`src/hw/rtl/tcfr_pkg.sv`:
```
// Package for the telemetry command frame receiver: frame constants, parser phases,
// result kinds and the command record passed from the parser to the result sequencer.
// No dependencies.
package tcfr_pkg;

   localparam logic [7:0] HDR1_BYTE    = 8'hAA;
   localparam logic [7:0] HDR2_BYTE    = 8'hAF;
   localparam logic [7:0] FUNC_LIMIT   = 8'hF1;
   localparam logic [7:0] ACK_ID       = 8'hEF;
   localparam logic [7:0] ACK_LEN_BYTE = 8'h02;
   localparam logic [7:0] FN_READBACK  = 8'h02;
   localparam logic [7:0] READBACK_ARG = 8'h01;
   localparam logic [7:0] FN_RATE      = 8'h10;
   localparam logic [7:0] FN_ANGLE     = 8'h11;
   localparam logic [7:0] FN_ACK_LAST  = 8'h15;

   localparam int GAIN_COUNT  = 9;
   localparam int GAIN_BYTES  = 2 * GAIN_COUNT;
   localparam int QUEUE_DEPTH = 2;

   localparam logic [3:0] ACK_FIRST_STEP = 4'd9;
   localparam logic [3:0] LAST_STEP      = 4'd15;

   typedef enum logic [2:0] {
      PH_IDLE,
      PH_HDR2,
      PH_FUNC,
      PH_LEN,
      PH_DATA,
      PH_CHECK
   } phase_type;

   typedef enum logic [1:0] {
      KIND_ACK      = 2'd0,
      KIND_GAIN     = 2'd1,
      KIND_READBACK = 2'd2
   } rsp_kind_type;

   typedef enum logic [1:0] {
      CMD_READBACK,
      CMD_GAINS,
      CMD_ACK
   } cmd_kind_type;

   typedef struct packed {
      cmd_kind_type                 kind;
      logic [7:0]                   fn;
      logic [7:0]                   sum;
      logic [GAIN_COUNT-1:0][15:0]  gains;
   } cmd_type;

   function automatic logic [7:0] ack_check(input logic [7:0] fn, input logic [7:0] sum);
      logic [7:0] acc;
      acc = HDR1_BYTE + HDR1_BYTE;
      acc = acc + ACK_ID;
      acc = acc + ACK_LEN_BYTE;
      acc = acc + fn;
      acc = acc + sum;
      return acc;
   endfunction

endpackage

```
`src/hw/rtl/tcfr_if.sv`:
```
// Valid/ready channel interfaces for received bytes and for result beats.
// Depends on tcfr_pkg.
interface tcfr_req_if;
   logic       valid;
   logic       ready;
   logic [7:0] rx_byte;

   modport source (output valid, output rx_byte, input ready);
   modport sink   (input valid, input rx_byte, output ready);
endinterface

interface tcfr_rsp_if import tcfr_pkg::*; ();
   logic               valid;
   logic               ready;
   rsp_kind_type       kind;
   logic [7:0]         ack_byte;
   logic               gain_set;
   logic [3:0]         gain_index;
   logic signed [15:0] gain_value;
   logic               last;

   modport source (output valid, output kind, output ack_byte, output gain_set,
                   output gain_index, output gain_value, output last, input ready);
   modport sink   (input valid, input kind, input ack_byte, input gain_set,
                   input gain_index, input gain_value, input last, output ready);
endinterface

```
`src/hw/rtl/tcfr_front.sv`:
```
// Frame parser: tracks header, function, length, payload and checksum bytes,
// keeps the payload store and issues one command per good frame that has results.
// Depends on tcfr_pkg.
module tcfr_front import tcfr_pkg::*; #(
   parameter int MAX_LENGTH   = 49,
   parameter int KEPT_PAYLOAD = 18
) (
   input  logic       clock,
   input  logic       reset,
   input  logic       byte_accept,
   input  logic [7:0] rx_byte,
   output logic       push,
   output cmd_type    push_cmd
);

   phase_type  phase_ff, phase_in;
   logic [7:0] fn_ff, fn_in;
   logic [5:0] left_ff, left_in;
   logic [5:0] count_ff, count_in;
   logic [7:0] sum_ff, sum_in;
   logic [7:0] store_ff [KEPT_PAYLOAD];
   logic [7:0] store_in [KEPT_PAYLOAD];

   logic is_readback, is_gains, is_ack, sum_good;

   always_comb begin
      is_readback = (fn_ff == FN_READBACK) && (store_ff[0] == READBACK_ARG);
      is_gains    = (fn_ff == FN_RATE) || (fn_ff == FN_ANGLE);
      is_ack      = (fn_ff >= FN_RATE) && (fn_ff <= FN_ACK_LAST);
      sum_good    = (rx_byte == sum_ff);

      push_cmd.fn  = fn_ff;
      push_cmd.sum = sum_ff;
      if (is_readback) begin
         push_cmd.kind = CMD_READBACK;
      end else if (is_gains) begin
         push_cmd.kind = CMD_GAINS;
      end else begin
         push_cmd.kind = CMD_ACK;
      end
      for (int k = 0; k < GAIN_COUNT; k++) begin
         push_cmd.gains[k] = {store_ff[2*k], store_ff[2*k+1]};
      end

      push = byte_accept && (phase_ff == PH_CHECK) && sum_good
             && (is_readback || is_ack);
   end

   always_comb begin
      phase_in = phase_ff;
      fn_in    = fn_ff;
      left_in  = left_ff;
      count_in = count_ff;
      sum_in   = sum_ff;
      store_in = store_ff;
      if (byte_accept) begin
         unique case (phase_ff)
            PH_IDLE: begin
               if (rx_byte == HDR1_BYTE) begin
                  phase_in = PH_HDR2;
                  sum_in   = rx_byte;
               end
            end
            PH_HDR2: begin
               if (rx_byte == HDR2_BYTE) begin
                  phase_in = PH_FUNC;
                  sum_in   = sum_ff + rx_byte;
               end else begin
                  phase_in = PH_IDLE;
               end
            end
            PH_FUNC: begin
               if (rx_byte < FUNC_LIMIT) begin
                  phase_in = PH_LEN;
                  fn_in    = rx_byte;
                  sum_in   = sum_ff + rx_byte;
               end else begin
                  phase_in = PH_IDLE;
               end
            end
            PH_LEN: begin
               if (rx_byte <= 8'(MAX_LENGTH)) begin
                  phase_in = PH_DATA;
                  left_in  = rx_byte[5:0];
                  count_in = '0;
                  sum_in   = sum_ff + rx_byte;
               end else begin
                  phase_in = PH_IDLE;
               end
            end
            PH_DATA: begin
               if (left_ff != '0) begin
                  for (int i = 0; i < KEPT_PAYLOAD; i++) begin
                     if (count_ff == 6'(i)) begin
                        store_in[i] = rx_byte;
                     end
                  end
                  count_in = count_ff + 6'd1;
                  left_in  = left_ff - 6'd1;
                  sum_in   = sum_ff + rx_byte;
                  if (left_ff == 6'd1) begin
                     phase_in = PH_CHECK;
                  end
               end else begin
                  phase_in = PH_IDLE;
               end
            end
            default: begin
               phase_in = PH_IDLE;
            end
         endcase
      end
   end

   always_ff @(posedge clock) begin
      if (reset) begin
         phase_ff <= PH_IDLE;
         fn_ff    <= '0;
         left_ff  <= '0;
         count_ff <= '0;
         sum_ff   <= '0;
         for (int i = 0; i < KEPT_PAYLOAD; i++) begin
            store_ff[i] <= '0;
         end
      end else begin
         phase_ff <= phase_in;
         fn_ff    <= fn_in;
         left_ff  <= left_in;
         count_ff <= count_in;
         sum_ff   <= sum_in;
         store_ff <= store_in;
      end
   end

endmodule

```
`src/hw/rtl/tcfr_queue.sv`:
```
// Short command queue between the frame parser and the result sequencer.
// Depends on tcfr_pkg.
module tcfr_queue import tcfr_pkg::*; (
   input  logic    clock,
   input  logic    reset,
   input  logic    push,
   input  cmd_type push_cmd,
   input  logic    pop,
   output cmd_type pop_cmd,
   output logic    full,
   output logic    empty
);

   localparam int PTR_W = $clog2(QUEUE_DEPTH);

   cmd_type             entry_ff [QUEUE_DEPTH];
   logic [PTR_W-1:0]    wr_ptr_ff, wr_ptr_in;
   logic [PTR_W-1:0]    rd_ptr_ff, rd_ptr_in;
   logic [PTR_W:0]      count_ff, count_in;

   always_comb begin
      full      = (count_ff == (PTR_W+1)'(QUEUE_DEPTH));
      empty     = (count_ff == '0);
      pop_cmd   = entry_ff[rd_ptr_ff];
      wr_ptr_in = push ? wr_ptr_ff + 1'b1 : wr_ptr_ff;
      rd_ptr_in = pop ? rd_ptr_ff + 1'b1 : rd_ptr_ff;
      count_in  = count_ff + (PTR_W+1)'(push) - (PTR_W+1)'(pop);
   end

   always_ff @(posedge clock) begin
      if (push) begin
         entry_ff[wr_ptr_ff] <= push_cmd;
      end
   end

   always_ff @(posedge clock) begin
      if (reset) begin
         wr_ptr_ff <= '0;
         rd_ptr_ff <= '0;
         count_ff  <= '0;
      end else begin
         wr_ptr_ff <= wr_ptr_in;
         rd_ptr_ff <= rd_ptr_in;
         count_ff  <= count_in;
      end
   end

endmodule

```
`src/hw/rtl/tcfr_back.sv`:
```
// Result sequencer: expands one command into readback, gain and acknowledge beats
// and drives them through a registered output stage. Depends on tcfr_pkg, tcfr_if.
module tcfr_back import tcfr_pkg::*; (
   input  logic          clock,
   input  logic          reset,
   input  logic          cmd_valid,
   input  cmd_type       cmd,
   output logic          pop,
   tcfr_rsp_if.source    rsp
);

   logic               busy_ff, busy_in;
   logic [3:0]         step_ff, step_in;
   cmd_type            cmd_ff, cmd_in;
   logic [7:0]         chk_ff, chk_in;

   logic               out_valid_ff, out_valid_in;
   rsp_kind_type       kind_ff, kind_in;
   logic [7:0]         ack_ff, ack_in;
   logic               set_ff, set_in;
   logic [3:0]         index_ff, index_in;
   logic signed [15:0] value_ff, value_in;
   logic               last_ff, last_in;

   logic               load_out, beat_last;
   logic [2:0]         ack_pos;

   always_comb begin
      load_out  = !out_valid_ff || rsp.ready;
      pop       = !busy_ff && cmd_valid;
      ack_pos   = 3'(step_ff - ACK_FIRST_STEP);
      beat_last = (cmd_ff.kind == CMD_READBACK) || (step_ff == LAST_STEP);

      busy_in      = busy_ff;
      step_in      = step_ff;
      cmd_in       = cmd_ff;
      chk_in       = chk_ff;
      out_valid_in = out_valid_ff;
      kind_in      = kind_ff;
      ack_in       = ack_ff;
      set_in       = set_ff;
      index_in     = index_ff;
      value_in     = value_ff;
      last_in      = last_ff;

      if (pop) begin
         busy_in = 1'b1;
         cmd_in  = cmd;
         chk_in  = ack_check(cmd.fn, cmd.sum);
         step_in = (cmd.kind == CMD_ACK) ? ACK_FIRST_STEP : 4'd0;
      end

      if (load_out) begin
         out_valid_in = busy_ff;
         kind_in      = KIND_ACK;
         ack_in       = '0;
         set_in       = 1'b0;
         index_in     = '0;
         value_in     = '0;
         last_in      = beat_last;
         if (cmd_ff.kind == CMD_READBACK) begin
            kind_in = KIND_READBACK;
         end else if (step_ff < ACK_FIRST_STEP) begin
            kind_in  = KIND_GAIN;
            set_in   = cmd_ff.fn[0];
            index_in = step_ff;
            value_in = cmd_ff.gains[step_ff];
         end else begin
            unique case (ack_pos)
               3'd0, 3'd1: ack_in = HDR1_BYTE;
               3'd2:       ack_in = ACK_ID;
               3'd3:       ack_in = ACK_LEN_BYTE;
               3'd4:       ack_in = cmd_ff.fn;
               3'd5:       ack_in = cmd_ff.sum;
               default:    ack_in = chk_ff;
            endcase
         end
         if (busy_ff) begin
            step_in = step_ff + 4'd1;
            if (beat_last) begin
               busy_in = 1'b0;
            end
         end
      end
   end

   always_ff @(posedge clock) begin
      cmd_ff   <= cmd_in;
      chk_ff   <= chk_in;
      kind_ff  <= kind_in;
      ack_ff   <= ack_in;
      set_ff   <= set_in;
      index_ff <= index_in;
      value_ff <= value_in;
      last_ff  <= last_in;
   end

   always_ff @(posedge clock) begin
      if (reset) begin
         busy_ff      <= 1'b0;
         step_ff      <= '0;
         out_valid_ff <= 1'b0;
      end else begin
         busy_ff      <= busy_in;
         step_ff      <= step_in;
         out_valid_ff <= out_valid_in;
      end
   end

   assign rsp.valid      = out_valid_ff;
   assign rsp.kind       = kind_ff;
   assign rsp.ack_byte   = ack_ff;
   assign rsp.gain_set   = set_ff;
   assign rsp.gain_index = index_ff;
   assign rsp.gain_value = value_ff;
   assign rsp.last       = last_ff;

endmodule

```
`src/hw/rtl/telemetry_command_frame_receiver.sv`:
```
// Telemetry command frame receiver: byte-framed command parser with additive checksum.
// Depends on tcfr_pkg, tcfr_if, tcfr_front, tcfr_queue, tcfr_back.
//
// Usage:
//   req carries one received link byte per beat; rsp carries result beats
//   (acknowledge byte, gain update or readback request), last marking the
//   final beat caused by one frame.
//   The parser takes one byte every cycle while the command queue is not full.
//   A good frame is decided on its checksum byte; its command passes through
//   the queue and the sequencer's command register into the output register,
//   and the frame's beats then follow one per cycle while rsp.ready is high:
//   1 for a readback, 7 for an acknowledge, 16 for a gain frame.
//   The sequencer loads the next command only after the last beat of the current one.
//   A two-entry command queue separates parser and sequencer. When rsp stalls,
//   the output register holds its beat, the queue fills with finished frames
//   and req.ready drops only once the queue is full.
//   Reset clears the parser, the payload store, the queue and the output valid flag.
module telemetry_command_frame_receiver import tcfr_pkg::*; #(
   parameter int MAX_LENGTH   = 49,
   parameter int KEPT_PAYLOAD = 18
) (
   input  logic       clock,
   input  logic       reset,
   tcfr_req_if.sink   req,
   tcfr_rsp_if.source rsp
);

   logic    q_full, q_empty, q_pop, push, byte_accept;
   cmd_type push_cmd, pop_cmd;

   assign req.ready   = !q_full;
   assign byte_accept = req.valid && !q_full;

   tcfr_front #(
      .MAX_LENGTH   (MAX_LENGTH),
      .KEPT_PAYLOAD (KEPT_PAYLOAD)
   ) u_front (
      .clock       (clock),
      .reset       (reset),
      .byte_accept (byte_accept),
      .rx_byte     (req.rx_byte),
      .push        (push),
      .push_cmd    (push_cmd)
   );

   tcfr_queue u_queue (
      .clock    (clock),
      .reset    (reset),
      .push     (push),
      .push_cmd (push_cmd),
      .pop      (q_pop),
      .pop_cmd  (pop_cmd),
      .full     (q_full),
      .empty    (q_empty)
   );

   tcfr_back u_back (
      .clock     (clock),
      .reset     (reset),
      .cmd_valid (!q_empty),
      .cmd       (pop_cmd),
      .pop       (q_pop),
      .rsp       (rsp)
   );

endmodule

```
`src/flat_wrapper.sv`:
```
// flat-port wrapper written by rule: the top's interface ports become plain ports
module telemetry_command_frame_receiver_flat import tcfr_pkg::*;
#(
   parameter int MAX_LENGTH   = 49,
   parameter int KEPT_PAYLOAD = 18
)
  (clock, reset, req_valid, req_rx_byte, req_ready, rsp_valid, rsp_kind, rsp_ack_byte, rsp_gain_set, rsp_gain_index, rsp_gain_value, rsp_last, rsp_ready);
  tcfr_req_if req_i ();
  tcfr_rsp_if rsp_i ();
  input  logic clock;
  input  logic reset;
  input wire logic [$bits(req_i.valid)-1:0] req_valid;
  input wire logic [$bits(req_i.rx_byte)-1:0] req_rx_byte;
  output wire logic [$bits(req_i.ready)-1:0] req_ready;
  output wire logic [$bits(rsp_i.valid)-1:0] rsp_valid;
  output wire logic [$bits(rsp_i.kind)-1:0] rsp_kind;
  output wire logic [$bits(rsp_i.ack_byte)-1:0] rsp_ack_byte;
  output wire logic [$bits(rsp_i.gain_set)-1:0] rsp_gain_set;
  output wire logic [$bits(rsp_i.gain_index)-1:0] rsp_gain_index;
  output wire logic [$bits(rsp_i.gain_value)-1:0] rsp_gain_value;
  output wire logic [$bits(rsp_i.last)-1:0] rsp_last;
  input wire logic [$bits(rsp_i.ready)-1:0] rsp_ready;
  assign req_i.valid = req_valid;
  assign req_i.rx_byte = req_rx_byte;
  assign req_ready = req_i.ready;
  assign rsp_valid = rsp_i.valid;
  assign rsp_kind = rsp_i.kind;
  assign rsp_ack_byte = rsp_i.ack_byte;
  assign rsp_gain_set = rsp_i.gain_set;
  assign rsp_gain_index = rsp_i.gain_index;
  assign rsp_gain_value = rsp_i.gain_value;
  assign rsp_last = rsp_i.last;
  assign rsp_i.ready = rsp_ready;
  telemetry_command_frame_receiver #(.MAX_LENGTH(MAX_LENGTH), .KEPT_PAYLOAD(KEPT_PAYLOAD)) u_core (.clock(clock), .reset(reset), .req(req_i), .rsp(rsp_i));
endmodule
```
`config.mk`:
```
export PLATFORM = sky130hd
export DESIGN_NAME = telemetry_command_frame_receiver_flat
export DESIGN_NICKNAME = d
export VERILOG_FILES = /design/src/hw/rtl/tcfr_pkg.sv /design/src/hw/rtl/tcfr_if.sv /design/src/hw/rtl/tcfr_front.sv /design/src/hw/rtl/tcfr_queue.sv /design/src/hw/rtl/tcfr_back.sv /design/src/hw/rtl/telemetry_command_frame_receiver.sv /design/src/flat_wrapper.sv
export SDC_FILE = /design/constraint.sdc
export NUM_CORES = 1
export LEC_CHECK = 0
export BUFFER_PORTS_ARGS = -buffer_cell sky130_fd_sc_hd__clkbuf_2
export CORE_AREA = 5 5 268 270
export CTS_BUF_LIST = sky130_fd_sc_hd__clkbuf_2
export DETAILED_ROUTE_END_ITERATION = 10
export DIE_AREA = 0 0 273 275
export GPL_TIMING_DRIVEN = 0
export PLACE_DENSITY = 0.52
export SETUP_SLACK_MARGIN = 0.15
export SYNTH_ARGS = -nofsm -noshare
export SYNTH_HDL_FRONTEND = slang
export SYNTH_SLANG_ARGS = --single-unit
```
`constraint.sdc`:
```
create_clock -name clock -period 28.1 [get_ports clock]
set_input_delay 1.405 -clock clock [delete_from_list [all_inputs] [get_ports clock]]
set_output_delay 1.405 -clock clock [all_outputs]
set_load 0.005 [all_outputs]
```
======== Yosys cells after proc, flatten, opt, wreduce, memory -nomap -nowiden ========
Memory sizes are Yosys's and may differ from the RTL's. A register that Yosys moved wholly into a read port is not among the register bits.
Cells that the tools add are included.
word-level totals
  register bits after elaboration ......... 387
  bits in writable memories ............... 324
  input bits .............................. 12
  memories ................................ 1
cells by class
  add/sub/neg operators ................... 11
  $lt $le $gt $ge ......................... 6
  equality and inequality tests ........... 44
  multiplexer cells ....................... 37
  bitwise gates (word level) .............. 1
  reduce and logical (&&, ||, !) cells .... 48
memory list
  memory                   depth  bits a word  rd ports  clocked after memory_dff  wr ports  RTL line          source
  u_core.u_queue.entry_ff  2      162          1         1                         1         tcfr_queue.sv:16  cmd_type entry_ff [QUEUE_DEPTH];
operator list
  cell                                                 count
  case mux 8 bit (5 select lines)                      2
  AND reduction 4 bit                                  19
  binary-select mux 16 bit (select 4 bit)              1
  equality test 6 x 4 -> 1 bit, second input constant  8
  2-to-1 mux 8 bit                                     5
  equality test 6 x 3 -> 1 bit, second input constant  4
  2-to-1 mux 6 bit                                     4
  case mux 6 bit (2 select lines)                      2
  adder 8 bit                                          2
  equality test 8 x 5 -> 1 bit, second input constant  2
  equality test 8 bit, second input constant           2
  2-to-1 mux 16 bit                                    1
  2-to-1 mux 4 bit                                     4
  case mux 3 bit (5 select lines)                      1
  equality test 3 x 2 -> 1 bit, second input constant  4
  equality test 3 bit, second input constant           4
  equality test 6 x 1 -> 1 bit, second input constant  2
  equality test 6 x 2 -> 1 bit, second input constant  2
  equality test 6 x 5 -> 1 bit, second input constant  2
  2-to-1 mux 3 bit                                     4
  != test 2 bit, second input constant                 5
  2-to-1 mux 1 bit                                     9
  adder 7 x 8 -> 8 bit, first input constant           1
  equality test 8 x 1 -> 1 bit, second input constant  1
  other kinds (33)                                     56

======== Depth between registers and ports, before layout ========
Gate-level depths: netlist of the first run.
  depth after elaboration ................. 8
  depth in mapped cells ................... 15

======== Cells and area by module ========
Synthesis of the first run repeated with hierarchy kept, for this count alone.
second synthesis, totals
  cells, all modules ...................... 1743
  area total of the unflattened synthesis .. 27851.7 um^2
modules (own cells, without submodules)
  module                            times used  cells each  area each (um^2)  seq. area each (um^2)
  tcfr_queue                        1           525         12223.0           9829.4
  tcfr_back                         1           455         8259.2            6185.9
  tcfr_front                        1           760         7355.8            3503.4
  telemetry_command_frame_receiver  1           3           13.8              0.0

======== Worst setup path before layout of the first run ========
Ideal clock, no wire load.
  kind .................................... input to register
  start point ............................. in req_rx_byte[2]
  end point ............................... mem u_core.u_queue.entry_ff[0][0] (netlist bit), enable pin
  arrival ................................. 9610 ps
  data required time ...................... 27413 ps
  path slack .............................. 17803 ps
  stages on the path ...................... 6
  path buffers ............................ 0
  cells stage by stage .................... ha_1 nor4_1 nand4b_1 a2111oi_0 inv_1 nor2_1
between the ends
  cells in the longest elaborated chain, start to end .. 5
ends and longest elaborated chain
  what                                    RTL line            source
  start: declaration                      flat_wrapper.sv:13  input wire logic [$bits(req_i.rx_byte)-1:0] req_rx_byte;
  equality test 8 bit                     tcfr_front.sv:30    sum_good = (rx_byte == sum_ff);
  logical AND 1 bit                       tcfr_front.sv:45    push = byte_accept && (phase_ff == PH_CHECK) && sum_good
  logical AND 1 bit                       tcfr_front.sv:46    && (is_readback || is_ack);
  2-to-1 mux 1 bit                        tcfr_queue.sv:31    if (push) begin
  2-to-1 mux 1 bit (implied by the code)  tcfr_queue.sv:32    entry_ff[wr_ptr_ff] <= push_cmd;
  end: declaration                        tcfr_queue.sv:16
Every way passes these cells.

==> qor.yml, run 1 <==
setup_path:
  r2r-end: "u_core.u_back.chk_ff[7]"
  critPathCaptureType: "flip-flop"
  r2r_slack_ns: 23.08
  crit_fanout: 10
  path_class: "flip-flop to flip-flop"
  startpoint_type: "flip-flop"
  required_ns: 29.15
  ff2ff_path_depth: 12
  cp.arrival_ns: 6.07
pwr:
  p_leak_uw: 0.01034
  power_density_nw_per_um2: 60.08
  ir_worst_vdd_mv: 0.02499
  p_total_uw: 1838
global_route:
  use_met1_pct: 22.87
  grt_pass1_vias: 15571
  met3_usage_pct: 3.619
  antenna_found_initial: 1
  busiest_layer: "met2"
  gr-usage-met2_pct: 30.29
  grt_pass1_wl_um: 98870
  overflow: 0
  grt_max_degree: 99
  grt_usage_pct: 17.96
sta:
  finalSetupViolCount: 0
  rsz0062_at_grt: "false"
  fin_skew_ns: 0.09410
  timing.final.max_slew_violations: 0
  max-slew-margin-rel_pct: 6.204
  fin_crit_sh_pct: 17.87
  fin_setup_tns_ns: 0
  layout_min_cycle_time_ns: 5.021
  fmax_mhz: 199.2
  hold_viol: 0
  worst_pin_slew_ns: 1.407
cells_and_area:
  final_cell_area_um2: 30600
  final_nets: 2007
  drive_gt1_share_pct: 27.41
  syn_to_final_growth_pct: 12.29
synthesis:
  synth.distinct_cells: 58
  synth_cells: 1726
  synth-seq-cells: 712
  synth-seq-area-share_pct: 71.62
  ys.flop_type: "edfxtp_1"
  postSynthAreaPerCell_um2: 15.79
  syn_area_um2: 27250
  syn_nets: 1774
  async_flop_share_pct: 0
  synth_edf_count: 526
  yosysWarnings: 0
drt:
  ant_nets: 0
  wl_per_cell_um: 22.06
  detail_route.iter0.violations: 930
  first_pass_iters: 5
  via_per_inst: 4.969
  num_vias: 15137
  drc: 0
  wl_um: 67190
clock_tree:
  cts_tree: "done"
  numCtsBuffers: 176
  cts_max_path_buffers: 3
  path_clk_slew_ns: 0.11
  clockRootBuffer: "clkbuf_2"
  postCtsSetupRepairBufs: 0
  clkLatencyLatePin_ns: 1.30
  cts_max_level: 4
  cts_hold_buf: 0
  post_cts_resized: 0
  clkSinkCount: 712
floorplan:
  rows: 97
  coreArea_um2: 69300
  dieHeight_um: 275
  start_util_pct: 39.33
  chipWidth_um: 273
  die-area_um2: 75080
  pin_count: 46
worst_hold_path:
  min-delay-start: "u_core.u_front.push_cmd[2]"
  hp-class: "flip-flop to flip-flop"
  hold_end: "u_core.u_queue.entry_ff[1][2]"
  hold_depth: 0
placed_design:
  gp_congestion: 0.7678
  dpl_cell_area_um2: 28960
  portBuffers: 43
  hpwl_um: 43560
run_status:
  outcome: "completed"
run:
  drv_cap: 0
-- cell families after synthesis --
group	Yosys count	share of synthesized area (%)
compound gates	112	2.566
xor+xnor	21	0.7254
fa+ha+maj	36	1.708
buf+inv	122	1.712
flops	712	71.62
mux	367	15.67
simple gates	356	6.001
-- worst max-delay path, stage by stage, from the launching register on --
cell,delay (ns)
dfxtp_1,0.32
clkbuf_1,0.49
buf_1,0.98
clkbuf_1,0.72
mux2i_1,0.46
ha_1,0.34
fa_1,0.47
nor2b_1,0.12
o21ai_0,0.09
a21boi_0,0.26
o21ai_0,0.11
nand2b_1,0.10
xnor3_1,0.30
-- flip-flops by register name, indices dropped and copies added, names as in the netlist, 2 cells and up, named ones only --
name	flops
u_core.u_queue.entry_ff	324
u_core.u_front.sum_ff	8
u_core.u_back.rsp.ack_byte	8
u_core.u_front.left_ff	6
u_core.u_back.chk_ff	8
u_core.u_front.count_ff	6
u_core.u_back.rsp.kind	2
u_core.u_back.step_ff	4
u_core.u_front.phase_ff	3
u_core.u_front.push_cmd	144
u_core.u_back.cmd_ff	162
u_core.u_back.rsp.gain_index	4
u_core.u_queue.count_ff	2
u_core.u_front.fn_ff	8
u_core.u_back.rsp.gain_value	16
-- power by group --
part | total [uW] | internal (uW) | switching, uW
registers | 1120 | 1110 | 2.10
clock network | 688 | 283 | 405
logic | 34.5 | 8.61 | 25.9
total | 1840 | 1410 | 433
-- metrics by stage --
stage,worst slack [ns],utilization (%),hold slack [ns],cells
after floorplan,17.80,-,0.4249,1726
after global placement,10.92,41.33,0.4273,2709
after detailed placement,22.66,41.79,0.4363,2721
after CTS,22.94,44.15,0.3921,3045
after global routing,22.79,44.16,0.4222,3046
final,23.08,44.16,0.3986,3046
-- cells in the mapped netlist (8+ instances only) --
cell / number / area share (%)
dfxtp_1: 186 / 14
ha_1: 34 / 1.6
nand3_1: 14 / 0.26
xnor2_1: 10 / 0.32
edfxtp_1: 526 / 58
mux4_2: 32 / 2.6
mux2_2: 156 / 6.4
mux2i_1: 179 / 6.6
nand2b_1: 8 / 0.18
nor2_2: 12 / 0.28
o21ai_0: 19 / 0.35
clkbuf_1: 77 / 1.1
a21oi_1: 44 / 0.81
nor2_1: 236 / 3.3
nand2_1: 17 / 0.23
nor3_1: 12 / 0.22
inv_1: 34 / 0.47
xor2_1: 10 / 0.32
-- metal layers --
layer / routed length [um] / share of wire [%]
met1: 28920 / 43
met2: 33170 / 49
met3: 3120 / 4.6
met4: 1982 / 2.9
met5: 0 / 0
-- placed cells by master, fill, tap and decap left out, types with 4 or more instances in the layout --
| master | count |
|---|---|
| a31oi_1 | 7 |
| a22oi_1 | 7 |
| nor4_1 | 7 |
| a21o_1 | 5 |
| buf_12 | 5 |
| xnor2_1 | 10 |
| and3_1 | 4 |
| xor2_1 | 10 |
| nand2_1 | 17 |
| nor3_1 | 12 |
| nand2b_1 | 7 |
| ha_1 | 34 |
| and2_1 | 5 |
| mux4_2 | 32 |
| nor3b_1 | 6 |
| nor2b_1 | 5 |
| o21ai_0 | 19 |
| clkinv_1 | 29 |
| nand4_1 | 7 |
| nand3_1 | 14 |
| inv_1 | 33 |
| clkbuf_1 | 77 |
| buf_2 | 7 |
| dfxtp_1 | 186 |
| buf_16 | 7 |
| nor2_1 | 235 |
| mux2i_1 | 179 |
| a22o_1 | 4 |
| inv_2 | 6 |
| clkbuf_2 | 326 |
| a21oi_1 | 44 |
| a211oi_1 | 4 |
| edfxtp_1 | 526 |
| mux2_2 | 156 |
| or2_2 | 6 |
| buf_1 | 4 |
| nor2_2 | 12 |
| nor3_4 | 4 |
-- layout make-up --
cell class	count	area, um^2
Fill cell	6296	38700
Tap cell	940	1176
Multi-Input combinational cell	892	7286
Buffer	88	339.1
Inverter	34	135.1
Timing Repair Buffer	55	508.0
Sequential cell	712	19520
Clock buffer	283	1416
Clock inverter	41	220.2
Antenna cell	1	2.502
-- worst max path at each step --
stage                              start  depth (start not counted)                              to
after floorplan           req_rx_byte[2]                          6   u_core.u_queue.entry_ff[0][0]
after global placement    req_rx_byte[3]                          7  u_core.u_queue.entry_ff[0][44]
after detailed placement  req_rx_byte[3]                          8  u_core.u_queue.entry_ff[1][17]
after CTS                      flip-flop                         12         u_core.u_back.chk_ff[7]
after global routing           flip-flop                         12         u_core.u_back.chk_ff[7]
final                          flip-flop                         12         u_core.u_back.chk_ff[7]
(Power assumes the default switching activity.)
==> run 2: changes to the inputs <==
Settings changed: PLACE_DENSITY 0.52 to 0.54.
Clock period 28.1 ns to 4.1 ns, I/O delays scaled along.
==> run 2 against run 1 <==
Net effect: wire length rose by 1.2%; die area did not move; first-iteration DRC count rose by 40%; largest cell class unchanged.
==> qor.yml, run 2 (synthesis results as in run 1) <==
floorplan:
  chipWidth_um: 273
  die-area_um2: 75080
  coreArea_um2: 69300
  dieHeight_um: 275
  rows: 97
  pin_count: 46
  start_util_pct: 39.33
cells_and_area:
  final_nets: 2047
  drive_gt1_share_pct: 27.26
  largest_register_ffs: 324
  fill_cells: 6229
  regMostFlops: "u_core.u_queue.entry_ff"
  syn_to_final_growth_pct: 14.21
  layout_common_cells: "edfxtp_1 (526), clkbuf_2 (315), nor2_1 (235), dfxtp_1 (184), mux2i_1 (177)"
  final_common_cell: "edfxtp_1"
setup_path:
  crit_buf_inv: 5
  cpPeakStageDelay_ns: 0.42
  crit_fanout: 10
  ff2ff_path_depth: 15
  crit_family: "buffers and inverters"
  cp.arrival_ns: 4.88
  critPathCaptureType: "flip-flop"
  cp_slowest_cell: "mux2i_1"
  r2r_slack_ns: 0.31
  path_class: "flip-flop to flip-flop"
  crit_path_cell_trace: "clkbuf_2 > buf_4 > clkbuf_8 > mux2i_1 > ha_1 > inv_1 > ha_1 > inv_1 > fa_1 > nor2b_1 > o21ai_0 > a21boi_0 > o21ai_0 > nand2b_1 > xnor3_1"
  r2r-end: "u_core.u_back.chk_ff[7]"
  startpoint_type: "flip-flop"
  required_ns: 5.19
pwr:
  swShare_pct: 24.12
  clockPowerShare_pct: 37.4
  sequentialPowerShare_pct: 60.5
  combPwrFrac_pct: 2.1
  p_int_uw: 9589
  ir_worst_vdd_mv: 0.1702
  p_total_uw: 12640
  power_density_nw_per_um2: 406.0
  p_leak_uw: 0.01053
  power.switching_uw: 3048
global_route:
  antenna_found_initial: 1
  grt_pass1_wl_um: 99750
  grt_max_degree: 56
  grt_usage_pct: 18.21
  overflow: 0
  grt_pass1_vias: 15848
worst_hold_path:
  hold_depth: 7
  hp-class: "input port to flip-flop"
  hold_end: "u_core.u_front.sum_ff[3]"
  min-delay-start: "req_rx_byte[3]"
drt:
  detail_route.iter0.violations: 1300
  ant_nets: 0
  first_pass_iters: 5
  drc: 0
  wl_per_cell_um: 22.03
  num_vias: 15423
  wl_um: 68010
  via_per_inst: 4.996
clock_tree:
  path_clk_slew_ns: 0.13
  clkSinkCount: 712
  clockRootBuffer: "clkbuf_2"
  cts_tree: "done"
  cts_max_level: 4
  cts_max_path_buffers: 3
  clkLatencyLatePin_ns: 1.34
  postCtsSetupRepairBufs: 0
  numCtsBuffers: 173
sta:
  finalWorstSetupSlack_ns: 0.3139
  rsz0062_at_grt: "true"
  layout_min_cycle_time_ns: 3.786
  max-slew-margin-rel_pct: 18.90
  fin_crit_sh_pct: 92.34
  fmax_mhz: 264.1
  hold_viol: 0
  timing.final.max_slew_violations: 0
  finalSetupViolCount: 0
  worst_pin_slew_ns: 1.217
  fin_skew_ns: 0.1316
run_status:
  outcome: "completed"
placed_design:
  post-place-ws_ns: -1.742
  portBuffers: 43
  gp_congestion: 0.8197
  hpwl_um: 43170
run:
  drv_cap: 0
run 2: changes by cell type in the layout (fill, tap and decap cells not counted), moves of 3 or more:
cell	change
inv_6	+3
dlygate4sd3_1	+39
clkinv_1	+12
clkbuf_1	-8
clkbuf_2	-11
buf_12	+7
buf_16	-3
run 2: repair_timing:
| item | 4_1_cts | 5_1_grt |
|---|---|---|
| gates resized for setup | 17 | 5 |
| endpoints found under the setup margin | 13 | 11 |
| hold buffers | 39 | 0 |
| hold endpoints to repair | 343 | 0 |
run 2: cell type report:
| class | count | area, um^2 | share of cell area (%) |
|---|---|---|---|
| Buffer | 88 | 364.1 | 1.170 |
| Sequential cell | 712 | 19520 | 62.72 |
| Antenna cell | 1 | 2.502 | 0.008040 |
| Clock inverter | 55 | 294.0 | 0.9447 |
| Multi-Input combinational cell | 892 | 7342 | 23.59 |
| Tap cell | 940 | 1176 | 3.779 |
| Timing Repair Buffer | 98 | 955.9 | 3.071 |
| Inverter | 34 | 131.4 | 0.4221 |
| Clock buffer | 267 | 1336 | 4.293 |
run 2: worst max-delay path by stage:
| stage | cells after the start | slack [ns] | from | end |
|---|---|---|---|---|
| floorplan | 6 | -0.21 | u_core.u_front.fn_ff[7] | u_core.u_queue.entry_ff[0][0] |
| global placement | 7 | -2.69 | req_rx_byte[3] | u_core.u_queue.entry_ff[0][27] |
| detailed placement | 15 | -1.74 | flip-flop | u_core.u_back.chk_ff[7] |
| CTS | 15 | 0.22 | flip-flop | u_core.u_back.chk_ff[7] |
| global route | 14 | 0.06 | flip-flop | u_core.u_back.chk_ff[7] |
| finish | 15 | 0.31 | flip-flop | u_core.u_back.chk_ff[7] |
run 2: power by group through the flow:
| stage | clock network (uW) | logic [uW] | registers, uW |
|---|---|---|---|
| floorplan | 0 | 134 | 7810 |
| global placement | 0 | 235 | 7810 |
| detailed placement | 0 | 239 | 7810 |
| CTS | 4910 | 267 | 7650 |
| global route | 5300 | 287 | 7650 |
| finish | 4720 | 269 | 7650 |
run 2: worst reg2reg max path, delay by kind of cell, from the launching register on:
kind / cells / cell delay (ns)
flops: 1 / 0.32
mux: 1 / 0.43
compound gates: 3 / 0.52
fa+ha+maj: 3 / 0.62
simple gates: 2 / 0.16
xor+xnor: 1 / 0.34
buf+inv: 5 / 1.20
run 2: per-stage QoR:
step,TNS [ns],hold WS [ns],utilization [%],instance area (um^2),instances
3_5_place_dp,-7.328,0.4368,41.94,29070,2725
6_report,0,0.2405,44.91,31120,3087
2_1_floorplan,-33.94,0.4249,-,27320,1726
3_3_place_gp,-971.98,0.4274,41.42,28710,2709
4_1_cts,0,0.006713,44.91,31120,3086
5_1_grt,0,0.1371,44.91,31120,3087
run 2: per-layer routing:
metal | global-route usage [%] | up-vias | share of wire (%) | routed length [um]
met5 | 0 | - | 0 | 0
met4 | 5.748 | 0 | 1.8 | 1193
met3 | 4.038 | 97 | 5.4 | 3689
met2 | 30.56 | 495 | 49 | 33450
met1 | 23.80 | 7741 | 44 | 29670
li1 | - | 7090 | - | -
